File: src/rtl/core/bxds_pkg.sv
// ----------------------------------------------------------------------------
// bxds_pkg: shared definitions for the box average downscaler
// Register codes, field widths, reset values and the types that the front end
// and the divider back end pass to the top level.
// ----------------------------------------------------------------------------
`default_nettype none

package bxds_pkg;

    // Defaults for the top-level parameters.
    localparam int MAX_WIDTH_DEF = 1024;
    localparam int MAX_RATIO_DEF = 16;

    // Configuration port.
    localparam int CFG_IDX_W  = 2;
    localparam int CFG_DATA_W = 11;

    localparam logic [CFG_IDX_W-1:0] REG_IMAGE_WIDTH = 2'd0;
    localparam logic [CFG_IDX_W-1:0] REG_BLOCK_W     = 2'd1;
    localparam logic [CFG_IDX_W-1:0] REG_BLOCK_H     = 2'd2;

    // Register widths and reset values.
    localparam int IMAGE_WIDTH_W = 11;
    localparam int BLOCK_W       = 5;

    localparam logic [IMAGE_WIDTH_W-1:0] IMAGE_WIDTH_RST = 11'd640;
    localparam logic [BLOCK_W-1:0]       BLOCK_W_RST     = 5'd2;
    localparam logic [BLOCK_W-1:0]       BLOCK_H_RST     = 5'd2;

    // Pixel width.
    localparam int PIX_W = 8;

    // Depth of the queue between the front end and the divider.
    localparam int QUEUE_DEPTH = 4;

    // Frame tags kept with each column sum. Tag zero marks a cleared entry.
    localparam int                 EPOCH_W     = 4;
    localparam logic [EPOCH_W-1:0] EPOCH_CLEAR = 4'd0;
    localparam logic [EPOCH_W-1:0] EPOCH_FIRST = 4'd1;
    localparam logic [EPOCH_W-1:0] EPOCH_LAST  = 4'hF;

    // One finished output item.
    typedef struct packed {
        logic             row_end;
        logic [PIX_W-1:0] mean;
    } result_t;

    // Front-end status seen by the top level.
    typedef struct packed {
        logic clearing;
        logic pushing;
    } front_status_t;

endpackage

`default_nettype wire

File: src/rtl/core/bxds_queue.sv
// ----------------------------------------------------------------------------
// bxds_queue: short FIFO between front end and divider
// Holds finished tile sums with their divisor and row-end flag.
// ----------------------------------------------------------------------------
`default_nettype none

module bxds_queue #(
    parameter int WIDTH = 32,
    parameter int DEPTH = bxds_pkg::QUEUE_DEPTH
) (
    input  wire logic                       aclk,
    input  wire logic                       aresetn,
    input  wire logic                       push,
    input  wire logic [WIDTH-1:0]           push_data,
    input  wire logic                       pop,
    output logic                            not_empty,
    output logic [WIDTH-1:0]                head_data,
    output logic [$clog2(DEPTH+1)-1:0]      level
);

    localparam int PTR_W = (DEPTH > 1) ? $clog2(DEPTH) : 1;
    localparam int LVL_W = $clog2(DEPTH+1);

    logic [WIDTH-1:0] slot_reg [DEPTH];
    logic [PTR_W-1:0] wr_ptr_reg, wr_ptr_next;
    logic [PTR_W-1:0] rd_ptr_reg, rd_ptr_next;
    logic [LVL_W-1:0] count_reg, count_next;
    logic             do_pop;

    assign do_pop    = pop && (count_reg != '0);
    assign not_empty = (count_reg != '0);
    assign head_data = slot_reg[rd_ptr_reg];
    assign level     = count_reg;

    // Pointer and fill count update.
    always_comb begin
        wr_ptr_next = wr_ptr_reg;
        rd_ptr_next = rd_ptr_reg;
        count_next  = count_reg;
        if (push) begin
            wr_ptr_next = (wr_ptr_reg == PTR_W'(DEPTH-1)) ? '0 : wr_ptr_reg + PTR_W'(1);
        end
        if (do_pop) begin
            rd_ptr_next = (rd_ptr_reg == PTR_W'(DEPTH-1)) ? '0 : rd_ptr_reg + PTR_W'(1);
        end
        if (push && !do_pop) begin
            count_next = count_reg + LVL_W'(1);
        end else if (!push && do_pop) begin
            count_next = count_reg - LVL_W'(1);
        end
    end

    always_ff @(posedge aclk) begin
        if (!aresetn) begin
            wr_ptr_reg <= '0;
            rd_ptr_reg <= '0;
            count_reg  <= '0;
        end else begin
            wr_ptr_reg <= wr_ptr_next;
            rd_ptr_reg <= rd_ptr_next;
            count_reg  <= count_next;
        end
    end

    // Storage needs no reset.
    always_ff @(posedge aclk) begin
        if (push) begin
            slot_reg[wr_ptr_reg] <= push_data;
        end
    end

endmodule

`default_nettype wire

File: config.mk
export PLATFORM = sky130hd
export DESIGN_NAME = bxds_queue
export DESIGN_NICKNAME = d
export VERILOG_FILES = /design/src/rtl/core/bxds_pkg.sv /design/src/rtl/core/bxds_queue.sv
export SDC_FILE = /design/constraint.sdc
export NUM_CORES = 1
export LEC_CHECK = 0
export BUFFER_PORTS_ARGS = -buffer_cell sky130_fd_sc_hd__buf_4
export CORE_ASPECT_RATIO = 0.9
export CORE_MARGIN = 4
export CORE_UTILIZATION = 61
export DETAILED_ROUTE_END_ITERATION = 16
export HOLD_SLACK_MARGIN = 0.15
export PLACE_DENSITY_LB_ADDON = 0.05
export RECOVER_POWER = 100
export SLEW_MARGIN = 20
export SYNTH_ARGS = -nofsm -noshare
export SYNTH_HDL_FRONTEND = slang
export SYNTH_SLANG_ARGS = --single-unit
export TNS_END_PERCENT = 1
File: constraint.sdc
create_clock -name aclk -period 3.6 [get_ports aclk]
set_input_delay 0.36 -clock aclk [delete_from_list [all_inputs] [get_ports aclk]]
set_output_delay 0.36 -clock aclk [all_outputs]
set_load 0.02 [all_outputs]
**Yosys cells after proc, flatten, opt, wreduce, memory -nomap -nowiden**

Memories as Yosys holds them, arrays and structs flattened. A register that Yosys moved wholly into a read port is not among the register bits.
Cells that the tools add are included.

- Flip-flop bits (word level): 7
- Bits in writable memories: 128
- Word-level logic and storage cells: 25
- Memories: 1

Memories:

| name | words | width | read ports | clocked after Yosys merged registers in | write ports | line | source |
|---|---|---|---|---|---|---|---|
| slot_reg | 4 | 32 | 1 | 1 | 1 | bxds_queue.sv:24 | `logic [WIDTH-1:0] slot_reg [DEPTH];` |

- Add/subtract/negate cells: 4
- Equal/unequal tests: 2
- Reductions and logical operators: 7
- Mux-type cells: 8

Operators with widths:

| kind | number |
|---|---|
| $mux W2 | 4 |
| $mux W3 | 2 |
| $add A2 B1 Y2 const B | 2 |
| $eq A2 B2 Y1 const B | 2 |
| $add A3 B1 Y3 const B | 1 |
| $logic_and A1 B1 Y1 | 3 |
| $reduce_bool A3 Y1 | 1 |
| $sub A3 B1 Y3 const B | 1 |
| $logic_not A1 Y1 | 2 |
| $mux W1 | 2 |
| $reduce_bool A2 Y1 | 1 |

**Logic depth before layout (Yosys ltp)**

- Word-level depth: 5
- Mapped depth: 7
- Depth with buffers taken out: 7

**Worst setup path after synthesis**

OpenSTA, ideal clock, no wires.

- Path type: flip-flop to flip-flop
- Start: register count_reg[0], in the netlist level[0]
- End: register count_reg[2], in the netlist level[2]
- Library setup time: 0.076 ns
- Path buffers: 0
- Cell stages (with the launch flop): 8
- Period minus slack after synthesis: 2.188 ns
- Path slack: 1.412 ns
- Required time: 3.524 ns
- Arrival time: 2.112 ns
- Cell sequence: dfxtp_1 o31ai_1 ha_1 inv_1 fa_1 xor2_1 or3_1 a21boi_0

- Longest elaborated chain between the ends: 5
- Elaborated cells on any way between the ends: 10
- Those cells by class: 2 x add/sub; 2 x mux; 6 x reduce/logical

Ends and longest elaborated chain:

| item | line | source |
|---|---|---|
| start: declaration | bxds_queue.sv:27 | `logic [LVL_W-1:0] count_reg, count_next;` |
| start signal: assignment | bxds_queue.sv:61 | `count_reg <= count_next;` |
| branches (longest 5 deep; another with $sub A3 B1 Y3) | - |  |

Several ways; the timed one is not identified. The select of a mux whose other input is x is not followed.
A chain may end at the register's enable or synchronous reset.

==> results.toml <==
[clock_network]
cts.htree.levels = 4
clk_pin_slew_worst_paths_ns = 0.06
cts_buffers = 17
clk_latency_ns = 0.52
clkSinkCount = 137
clockBufferDepth = 2
ctsRootBufferMaster = "clkbuf_8"
tritoncts = "yes"
post-cts-setup-buffers = 0

[timing]
skew_ns = 0.009365
fin_setup_tns_ns = 0
max_clock_freq_mhz = 335.5
finalWorstSetupSlack_ns = 0.6194
slew_headroom_pct = -61.48
finalMaxSlewViolations = 132
worst_pin_slew_ns = 2.421
rsz0062_at_grt = "false"
hold_violations = 0
whs_ns = 0.3060
min_period_over_period_pct = 82.79
setup_violations = 0
min_period_ns = 2.981

[route]
ant_nets = 0
drt_iter0_drc = 95
wirelength_um = 9049
via_per_inst = 5.559
num_vias = 2446
wl_per_cell_um = 20.57
drc = 0
drt_first_pass_iters = 4

[pwr]
vdd_drop_max_mv = 0.4591
total_power_uw = 4440
p_per_area_nw_per_um2 = 699.3
p_leak_uw = 0.002079

[finish]
synthToLayoutAreaGrowth_pct = 24.27
layout_common_cells = "128 x edfxtp_1, 66 x clkbuf_1, 34 x dlygate4sd3_1, 30 x mux4_2, 16 x clkbuf_16"
diodes = 0
fin_cells = 440
layout.nets = 373
layout-drive-gt1-share_pct = 19.65
final_common_cell = "edfxtp_1"
largest_reg_flops = 128

[critical_path]
critPathSlowestCell = "dfxtp_2"
cp_max_fo = 21
cp_cell_sequence = "clkbuf_2 > mux4_2 > clkbuf_1"
max_stage_delay_ns = 0.80
worstPathArrival_ns = 2.62
cp_data_required_time_ns = 3.24
end_kind = "output pin"
start_kind = "flip-flop"
worstSetupPathType = "reg -> out"

[place]
gp_congestion = 0.6885
dpl.cell_count = 376
port_buffers = 71
post-place-ws_ns = 1.271
place_hpwl_um = 4760

[synth]
yosysUniqueCellTypes = 22
ys_warn_count = 0
synth_nets = 255
synth-seq-area-share_pct = 78.75
syn_inst = 212
syn_area_per_cell_sq_um = 24.10
syn_area_sq_um = 5110
ys_ff_latch = 137

[worst_hold_path]
hp-class = "in -> reg"

[floorplan]
start_util_pct = 63.03
coreArea_sq_um = 8107
num_rows = 31
die_h_um = 94.83
ios = 72
die_area_sq_um = 9907
die-width_um = 104.5

[status]
violations = "max-capacitance violations, max-slew violations"
status = "complete, but fails checks"

[global_route]
overflow = 0
grt_max_degree = 33
grt_pass1_wl_um = 14100
antenna_found_initial = 0
grt_pass1_vias = 2614
gr-usage-all-layers_pct = 19.79

[run]
max-cap-violations = 4
## critical path, delay by kind of cell, from the launching register on
kind	cells	cell delay [ns]
flops	1	0.80
mux	1	0.58
buf+inv	2	0.72
## path summary, 6_finish.rpt
path	endpoint	slack, ns	cells after the start	start
max	head_data[12]	0.62	3	flip-flop
min	flip-flop	0.31	3	pop
max reg2reg	slot_reg[1][31]$_DFFE_PP_	0.81	3	wr_ptr_reg[1]$_SDFFE_PN0P_
min reg2reg	flip-flop	0.53	2	rd_ptr_reg[0]$_SDFFE_PN0P_
## report_power, final
group | switching, uW | internal [uW] | leakage, uW
sequential | 117 | 1850 | 0.00125
clock | 631 | 1040 | 0.000277
combinational | 437 | 369 | 0.000551
## through the flow
stage | instance area (sq um) | utilization, %
after floorplan | 5110 | -
after global placement | 5695 | 70.26
after detailed placement | 5695 | 70.26
after CTS | 6605 | 81.48
after global routing | 6350 | 78.33
final | 6350 | 78.33
## cell type report
type	instances	area, sq um
fillers	449	1757
inverters	3	11.26
well taps	99	123.9
clock buffers	17	414.1
clock inverters	13	155.1
repair buffers	106	630.6
flip-flops and latches	137	4026
multi-input cells	65	988.4
## repair_timing
action	CTS	global route
endpoints found under the hold margin	133	0
gates resized for setup	0	0
hold buffers	34	0
## layer usage
layer	track usage (%)	vias up	part of all wire (%)
li1	-	1122	-
met1	24.06	1235	41
met2	33.55	80	53
met3	6.425	9	5.0
met4	7.641	0	0.92
met5	0	-	0
## synth_stat cells
cell type,instances,area (sq um)
fa_1,1,20.02
buf_6,1,11.26
ha_1,6,75.07
mux2i_1,3,30.03
o21ai_0,3,15.01
nand2_1,2,7.510
edfxtp_1,128,3844
buf_2,3,15.01
buf_12,3,60.06
mux4_2,30,675.7
and2_1,5,31.28
or3_1,2,12.51
o31ai_1,1,7.510
mux4_1,2,52.55
inv_1,3,11.26
dfxtp_1,9,180.2
nand3_1,2,10.01
xor2_1,1,8.760
nor2b_1,3,18.77
xnor2_1,1,8.760
a21boi_0,1,7.510
nor2_1,2,7.510
## cells by family (layout without fill, tap and decap cells)
family          Yosys count  after routing  synth area share, %
flops                   137            137                78.75
mux                      35             35                14.84
simple gates             16             16                1.714
buf+inv                  10            139                1.910
fa+ha+maj                 7              7                1.861
compound gates            5              5               0.5877
xor+xnor                  2              2               0.3429
Note: power is estimated with default switching activity, not from simulation.
