[config.mk]
export PLATFORM = sky130hd
export DESIGN_NAME = bxds_divider
export DESIGN_NICKNAME = d
export VERILOG_FILES = /design/src/rtl/core/bxds_pkg.sv /design/src/rtl/core/bxds_divider.sv
export SDC_FILE = /design/constraint.sdc
export NUM_CORES = 1
export LEC_CHECK = 0
export BUFFER_PORTS_ARGS = -buffer_cell sky130_fd_sc_hd__buf_2
export CAP_MARGIN = 25
export CELL_PAD_IN_SITES_DETAIL_PLACEMENT = 2
export CELL_PAD_IN_SITES_GLOBAL_PLACEMENT = 2
export CORE_UTILIZATION = 42
export CTS_BUF_LIST = sky130_fd_sc_hd__clkbuf_8
export DETAILED_ROUTE_END_ITERATION = 8
export PLACE_DENSITY_LB_ADDON = 0.1
export SETUP_SLACK_MARGIN = 0.1
export SKIP_CTS_REPAIR_TIMING = 1
export SLEW_MARGIN = 10
export SYNTH_ARGS = -nofsm -noshare
export SYNTH_HDL_FRONTEND = slang
export SYNTH_SLANG_ARGS = --single-unit
[constraint.sdc]
create_clock -name aclk -period 3.8 [get_ports aclk]
set_input_delay 0.19 -clock aclk [delete_from_list [all_inputs] [get_ports aclk]]
set_output_delay 0.19 -clock aclk [all_outputs]
set_load 0.005 [all_outputs]
[src/rtl/core/bxds_pkg.sv]
// ----------------------------------------------------------------------------
// bxds_pkg: shared definitions for the box average downscaler
// Register codes, field widths, reset values and the types that the front end
// and the divider back end pass to the top level.
// ----------------------------------------------------------------------------
`default_nettype none

package bxds_pkg;

    // Defaults for the top-level parameters.
    localparam int MAX_WIDTH_DEF = 1024;
    localparam int MAX_RATIO_DEF = 16;

    // Configuration port.
    localparam int CFG_IDX_W  = 2;
    localparam int CFG_DATA_W = 11;

    localparam logic [CFG_IDX_W-1:0] REG_IMAGE_WIDTH = 2'd0;
    localparam logic [CFG_IDX_W-1:0] REG_BLOCK_W     = 2'd1;
    localparam logic [CFG_IDX_W-1:0] REG_BLOCK_H     = 2'd2;

    // Register widths and reset values.
    localparam int IMAGE_WIDTH_W = 11;
    localparam int BLOCK_W       = 5;

    localparam logic [IMAGE_WIDTH_W-1:0] IMAGE_WIDTH_RST = 11'd640;
    localparam logic [BLOCK_W-1:0]       BLOCK_W_RST     = 5'd2;
    localparam logic [BLOCK_W-1:0]       BLOCK_H_RST     = 5'd2;

    // Pixel width.
    localparam int PIX_W = 8;

    // Depth of the queue between the front end and the divider.
    localparam int QUEUE_DEPTH = 4;

    // Frame tags kept with each column sum. Tag zero marks a cleared entry.
    localparam int                 EPOCH_W     = 4;
    localparam logic [EPOCH_W-1:0] EPOCH_CLEAR = 4'd0;
    localparam logic [EPOCH_W-1:0] EPOCH_FIRST = 4'd1;
    localparam logic [EPOCH_W-1:0] EPOCH_LAST  = 4'hF;

    // One finished output item.
    typedef struct packed {
        logic             row_end;
        logic [PIX_W-1:0] mean;
    } result_t;

    // Front-end status seen by the top level.
    typedef struct packed {
        logic clearing;
        logic pushing;
    } front_status_t;

endpackage

`default_nettype wire

[src/rtl/core/bxds_divider.sv]
// ----------------------------------------------------------------------------
// bxds_divider: back end, tile sum to mean
// Restoring divider, one quotient bit per cycle, with an output register.
// ----------------------------------------------------------------------------
`default_nettype none

module bxds_divider #(
    parameter int MAX_RATIO = bxds_pkg::MAX_RATIO_DEF
) (
    input  wire logic                      aclk,
    input  wire logic                      aresetn,
    input  wire logic                      q_valid,
    input  wire logic [$clog2(MAX_RATIO*MAX_RATIO*255+1)+$clog2(MAX_RATIO*MAX_RATIO+1):0]
                                           q_data,
    output logic                           q_pop,
    output logic                           m_tvalid,
    input  wire logic                      m_tready,
    output bxds_pkg::result_t              m_result
);

    localparam int CS_W  = $clog2(MAX_RATIO*MAX_RATIO*255+1);
    localparam int DV_W  = $clog2(MAX_RATIO*MAX_RATIO+1);
    localparam int CNT_W = $clog2(CS_W);

    localparam logic [1:0] ST_IDLE = 2'd0;
    localparam logic [1:0] ST_DIV  = 2'd1;
    localparam logic [1:0] ST_HOLD = 2'd2;

    logic [1:0]        state_reg, state_next;
    logic [CNT_W-1:0]  cnt_reg,   cnt_next;
    logic [CS_W-1:0]   num_reg,   num_next;
    logic [CS_W-1:0]   quo_reg,   quo_next;
    logic [DV_W-1:0]   rem_reg,   rem_next;
    logic [DV_W-1:0]   div_reg,   div_next;
    logic              last_reg,  last_next;
    logic              out_valid_reg, out_valid_next;
    bxds_pkg::result_t out_reg,   out_next;
    logic [DV_W:0]     rem_sh;
    logic              fit;

    // One restoring step.
    assign rem_sh = {rem_reg, num_reg[CS_W-1]};
    assign fit    = rem_sh >= {1'b0, div_reg};

    always_comb begin
        state_next     = state_reg;
        cnt_next       = cnt_reg;
        num_next       = num_reg;
        quo_next       = quo_reg;
        rem_next       = rem_reg;
        div_next       = div_reg;
        last_next      = last_reg;
        out_valid_next = out_valid_reg && !m_tready;
        out_next       = out_reg;
        q_pop          = 1'b0;
        unique case (state_reg)
            ST_IDLE: begin
                if (q_valid) begin
                    q_pop      = 1'b1;
                    num_next   = q_data[CS_W-1:0];
                    div_next   = q_data[CS_W +: DV_W];
                    last_next  = q_data[CS_W+DV_W];
                    rem_next   = '0;
                    quo_next   = '0;
                    cnt_next   = '0;
                    state_next = ST_DIV;
                end
            end
            ST_DIV: begin
                num_next = {num_reg[CS_W-2:0], 1'b0};
                quo_next = {quo_reg[CS_W-2:0], fit};
                rem_next = fit ? DV_W'(rem_sh - {1'b0, div_reg}) : DV_W'(rem_sh);
                cnt_next = cnt_reg + CNT_W'(1);
                if (cnt_reg == CNT_W'(CS_W-1)) begin
                    state_next = ST_HOLD;
                end
            end
            ST_HOLD: begin
                // The mean never exceeds the pixel range.
                if (!out_valid_reg || m_tready) begin
                    out_valid_next   = 1'b1;
                    out_next.mean    = quo_reg[bxds_pkg::PIX_W-1:0];
                    out_next.row_end = last_reg;
                    state_next       = ST_IDLE;
                end
            end
            default: begin
                state_next = ST_IDLE;
            end
        endcase
    end

    always_ff @(posedge aclk) begin
        if (!aresetn) begin
            state_reg     <= ST_IDLE;
            out_valid_reg <= 1'b0;
        end else begin
            state_reg     <= state_next;
            out_valid_reg <= out_valid_next;
        end
    end

    always_ff @(posedge aclk) begin
        cnt_reg  <= cnt_next;
        num_reg  <= num_next;
        quo_reg  <= quo_next;
        rem_reg  <= rem_next;
        div_reg  <= div_next;
        last_reg <= last_next;
        out_reg  <= out_next;
    end

    assign m_tvalid = out_valid_reg;
    assign m_result = out_reg;

endmodule

`default_nettype wire

# Yosys cells after proc, flatten, opt, wreduce, memory -nomap -nowiden
# Index checks and enable logic that the tools add are counted.
dict set report word_totals {
  output_inout_bits 11
  register_bits 59
  wordCells 46
  input_bits 30
}
dict set report classes {
  n_eq_ne 6
  n_reduce_logical 10
  n_lt_le_gt_ge 1
  addsub 2
  n_mux 17
}
# operator n
set op_table {}
lappend op_table {{case mux 16 bit (2 select lines)} 1}
lappend op_table {{2-to-1 mux 9 bit} 2}
lappend op_table {{case mux 9 bit (2 select lines)} 1}
lappend op_table {{2-to-1 mux 16 bit} 1}
lappend op_table {{case mux 8 bit (2 select lines)} 1}
lappend op_table {{greater-or-equal comparator 10 x 9 -> 1 bit} 1}
lappend op_table {{subtractor 9 bit} 1}
lappend op_table {{2-to-1 mux 8 bit} 1}
lappend op_table {{case mux 4 bit (2 select lines)} 1}
lappend op_table {{2-to-1 mux 2 bit} 3}
lappend op_table {{!= test 2 bit (second input constant)} 3}
lappend op_table {{case mux 2 bit (3 select lines)} 1}
lappend op_table {{AND reduction 2 bit} 3}
lappend op_table {{adder 4 x 1 -> 4 bit (second input constant)} 1}
lappend op_table {{== test 4 bit (second input constant)} 1}
lappend op_table {{2-to-1 mux 1 bit} 4}
lappend op_table {{2-to-1 mux 4 bit} 1}
lappend op_table {{AND reduction 3 bit} 1}
lappend op_table {{== test 2 x 1 -> 1 bit (second input constant)} 1}
lappend op_table {{== test 2 bit (second input constant)} 1}
lappend op_table {{logical NOT 1 bit} 2}
lappend op_table {{logical NOT 2 bit} 1}
lappend op_table {{nonzero test 2 bit} 1}
lappend op_table {{logical AND 1 bit} 1}
lappend op_table {{logical OR 1 bit} 1}

# Longest topological paths before layout
dict set report logic_depth {
  word_depth 4
  ltp_mapped 9
  ltp_nobuf 9
}

# Worst setup path before layout
# Ideal clock, no wire load.
dict set report synth_timing {
  path_type {register -> register}
  start {reg state_reg[0]}
  end {reg cnt_reg[0], enable pin}
  path_slack_ns 1.344
  period_less_slack_ns 2.456
  path_stages_with_launch 3
  arrival_time_ns 2.023
  required_ns 3.367
  setup_ns 0.433
  n_path_buf 0
  path_cell_list {dfxtp_1 > nor2_1 > nor2_1}
}
dict set report synth_via {
  elab_chain_cells 3
  word_cells_on_any_way 5
  classes_between {eq/ne (2); reduce/logical (3)}
}
# element line
set synth_rtl {}
lappend synth_rtl {{start: declaration} bxds_divider.sv:29} ;# logic [1:0] state_reg, state_next;
lappend synth_rtl {{start signal: assignment} bxds_divider.sv:98} ;# state_reg <= state_next;
lappend synth_rtl {{== test 2 x 1 -> 1 bit / logical NOT 2 bit (equally long branches)} bxds_divider.sv:56} ;# unique case (state_reg)
lappend synth_rtl {{nonzero test 2 bit (no source line) / != test 2 bit (equally long branches)} -}
lappend synth_rtl {{AND reduction 2 bit (no source line) (*)} -}
lappend synth_rtl {{end signal: assignment} bxds_divider.sv:104} ;# cnt_reg <= cnt_next;
lappend synth_rtl {{end: declaration} bxds_divider.sv:30} ;# logic [CNT_W-1:0] cnt_reg, cnt_next;
# Every way passes the cells marked *; elsewhere a longest branch is shown, timed or not.
# A chain may end at the register's enable or synchronous reset.

# Worst setup path in the final report
dict set report layout_timing {
  start {reg num_reg[15]}
  end {reg rem_reg[8], data pin}
}
dict set report layout_via {
  elab_chain_cells 3
  word_cells_on_any_way 4
  classes_between {add/sub (1); order compare (1); mux (2)}
}
# element line
set layout_rtl {}
lappend layout_rtl {{start: declaration} bxds_divider.sv:31} ;# logic [CS_W-1:0] num_reg, num_next;
lappend layout_rtl {{start signal: assignment} bxds_divider.sv:105} ;# num_reg <= num_next;
lappend layout_rtl {{subtractor 9 bit / greater-or-equal comparator 10 x 9 -> 1 bit (equally long branches)} {bxds_divider.sv:72, bxds_divider.sv:43}}
lappend layout_rtl {{2-to-1 mux 9 bit (*)} bxds_divider.sv:72} ;# rem_next = fit ? DV_W'(rem_sh - {1'b0, div_reg}) : DV_W'(rem_sh);
lappend layout_rtl {{case mux 9 bit (2 select lines) (*)} bxds_divider.sv:56}
lappend layout_rtl {{end signal: assignment} bxds_divider.sv:107} ;# rem_reg <= rem_next;
lappend layout_rtl {{end: declaration} bxds_divider.sv:33} ;# logic [DV_W-1:0] rem_reg, rem_next;
# Marked as above.

==> flow_summary.toml <==
[floorplanning]
dieArea_um2 = 6770
start_util = 0.447
ios = 41
rows = 28
die_h_um = 82.3
core_um2 = 6060
die_w_um = 82.3

[sta]
tightest_slew_ps = 786
slew_violations = 0
maxSlewHeadroom = 0.475
min_period_ps = 3010
max_freq_ghz = 0.333
rsz0062_at_grt = "false"
hold_viol_final = 0
finalSetupViolCount = 0
skew_ps = 6.10
period_share = 0.791
fin_tns_setup_ps = 0

[setup_path]
worstSetupPathType = "flop to flop"
cpMaxStageDelayCell = "a2111oi_1"
worstSetupStartpointType = "flop"
end_kind = "flop"
crit_top_cell = "inv_1"
cpPeakStageDelay_ps = 740
cp_cell_sequence = "inv_1, ha_1, inv_1, fa_1, a21o_1, a221oi_4, o22ai_1, a2111oi_1"
required_ps = 3820
cp.arrival_ps = 3030
path_max_fanout = 6

[flow_run]
maxCapViolCount = 0

[yosys]
ys.flop_type = "edfxtp_1"
synth-seq-cells = 59
synth_cell_type_count = 45
ys_top_cells_by_count = "56 x edfxtp_1, 50 x nand2_1, 11 x nor2_1"
synth_edf_count = 56
yosys_warnings = 0
synth_nets = 259
syn_inst = 218
ys_seq_area_frac = 0.643
synth_top_cell_area_share = 0.621
synthArstFlopShare = 0
synth_area_leaders = "edfxtp_1 62%, nand2_1 6.9%, ha_1 4.6%"
synth.most_common_cell = "edfxtp_1"
synth_top_cell_by_area = "edfxtp_1"
avgSynthCellArea_um2 = 12.4
syn-cell-area_um2 = 2710

[global_routing]
grt_max_degree = 23
grt_pass1_vias = 1960
grt_remaining_overflow = 0
track_usage = 0.221
grt_pass1_wl_mm = 10.3
antenna_found_initial = 0

[layout]
nets = 309
fin_area_um2 = 3220
largest_reg_flops = 16
drive_gt1_frac = 0.253
area_growth_pct = 18.9
nFillCells = 606
n_antenna_cell = 0

[pwr]
swShare = 0.292
seqPwrFrac = 0.509
combPwrFrac = 0.190
pwr-share-clk = 0.301
p_leak_uw = 0.00136
p_sw_uw = 466
vdd_drop_max_uv = 295
power_density_nw_per_um2 = 496
internal_power_uw = 1130

[clock_network]
root_buffer = "clkbuf_8"
cts_buffer_depth = 2
clk_pin_slew_ps = 70
insertion_delay_ps = 330
cts_buffers = 9
clock-sinks = 59
cts_tree = "yes"
htree_num_levels = 3

[drt]
via_per_inst = 5.33
post-route-drc-count = 0
drtIter0Drc = 96
vias = 1854
ant_nets = 0
drt_wl_total_mm = 6.52
first_pass_iters = 4
wl_per_cell_um = 18.7

[placed_design]
gp_congestion = 0.782
hpwl_mm = 4.85
numPortBuffers = 40
placed_area_um2 = 3060

[status]
status = "complete, no violations"

[hold_path]
hp-class = "primary input to flop"
## path summary, 6_finish.rpt
path,from,cells past startpoint,slack [ps],endpoint
max,num_reg[15],8,790,rem_reg[8]
min,q_data[17],1,30,div_reg[1]
max reg2reg,num_reg[15],8,790,rem_reg[8]
min reg2reg,quo_reg[7],0,420,m_result[7]
## logic make-up (layout without fill, tap and decap cells)
logic type | Yosys count | in the layout | synth area share
adder cells (fa/ha/maj) | 11 | 11 | 0.0536
XOR/XNOR | 5 | 5 | 0.0162
flip-flops | 59 | 59 | 0.643
buffers and inverters | 15 | 70 | 0.0208
AO/OA/AOI/OAI | 32 | 32 | 0.0994
AND/OR/NAND/NOR | 95 | 95 | 0.163
multiplexers | 1 | 1 | 0.00370
## routing by layer
metal  up-vias  global-route usage  part of all wire
met5         -                   0                 0
met4         0               0.100             0.017
met3        11              0.0604             0.031
met2        47               0.363              0.50
met1       909               0.270              0.45
li1        887                   -                 -
## worst max-delay path: cells and delay by family, from the launching register on
kind / cells / cell delay [ps]
flip-flops: 1 / 400
AO/OA/AOI/OAI: 4 / 1570
adder cells (fa/ha/maj): 2 / 580
buffers and inverters: 2 / 140
## power groups by stage
stage                     sequential, uW  clock [uW]  combinational, uW
final                                814         481                304
after global routing                 820         520                334
after CTS                            815         490                305
after detailed placement             829           0                301
after global placement               823           0                273
after floorplan                      814           0                209
## per-stage QoR
stage | setup slack (ps) | hold slack, ps | total power (uW) | utilization | instances
after floorplan | 1340 | 289 | 1020 | - | 218
after global placement | 1370 | 366 | 1100 | 0.496 | 330
after detailed placement | 928 | 369 | 1130 | 0.505 | 332
after CTS | 828 | 13.3 | 1610 | 0.531 | 348
after global routing | 685 | 3.94 | 1670 | 0.531 | 348
final | 794 | 28.5 | 1600 | 0.531 | 348
## placed cells by master, fill, tap and decap left out, types with 2 or more instances in the layout
cell / instances
inv_1: 11
buf_2: 40
nand2_1: 50
nor2_1: 10
nand2b_1: 3
a211oi_1: 2
nand3_1: 9
buf_4: 2
buf_16: 2
xnor2_1: 4
o21ai_1: 2
and2_1: 10
a21oi_1: 5
ha_1: 10
dfxtp_1: 3
o21ai_0: 3
a21o_1: 4
clkbuf_8: 9
o22ai_1: 2
clkinv_2: 5
nor2b_1: 3
edfxtp_1: 56
## cell type report
type                       count  area [um^2]  area share
clock buffer                   9          124      0.0385
timing repair buffer          44          270      0.0839
clock inverter                 7         36.3      0.0113
sequential                    59         1740       0.541
tap                           75         93.8      0.0291
multi-input combinational    144          917       0.285
inverter                      10         37.5      0.0117
Note: power is estimated with default switching activity, not from simulation.
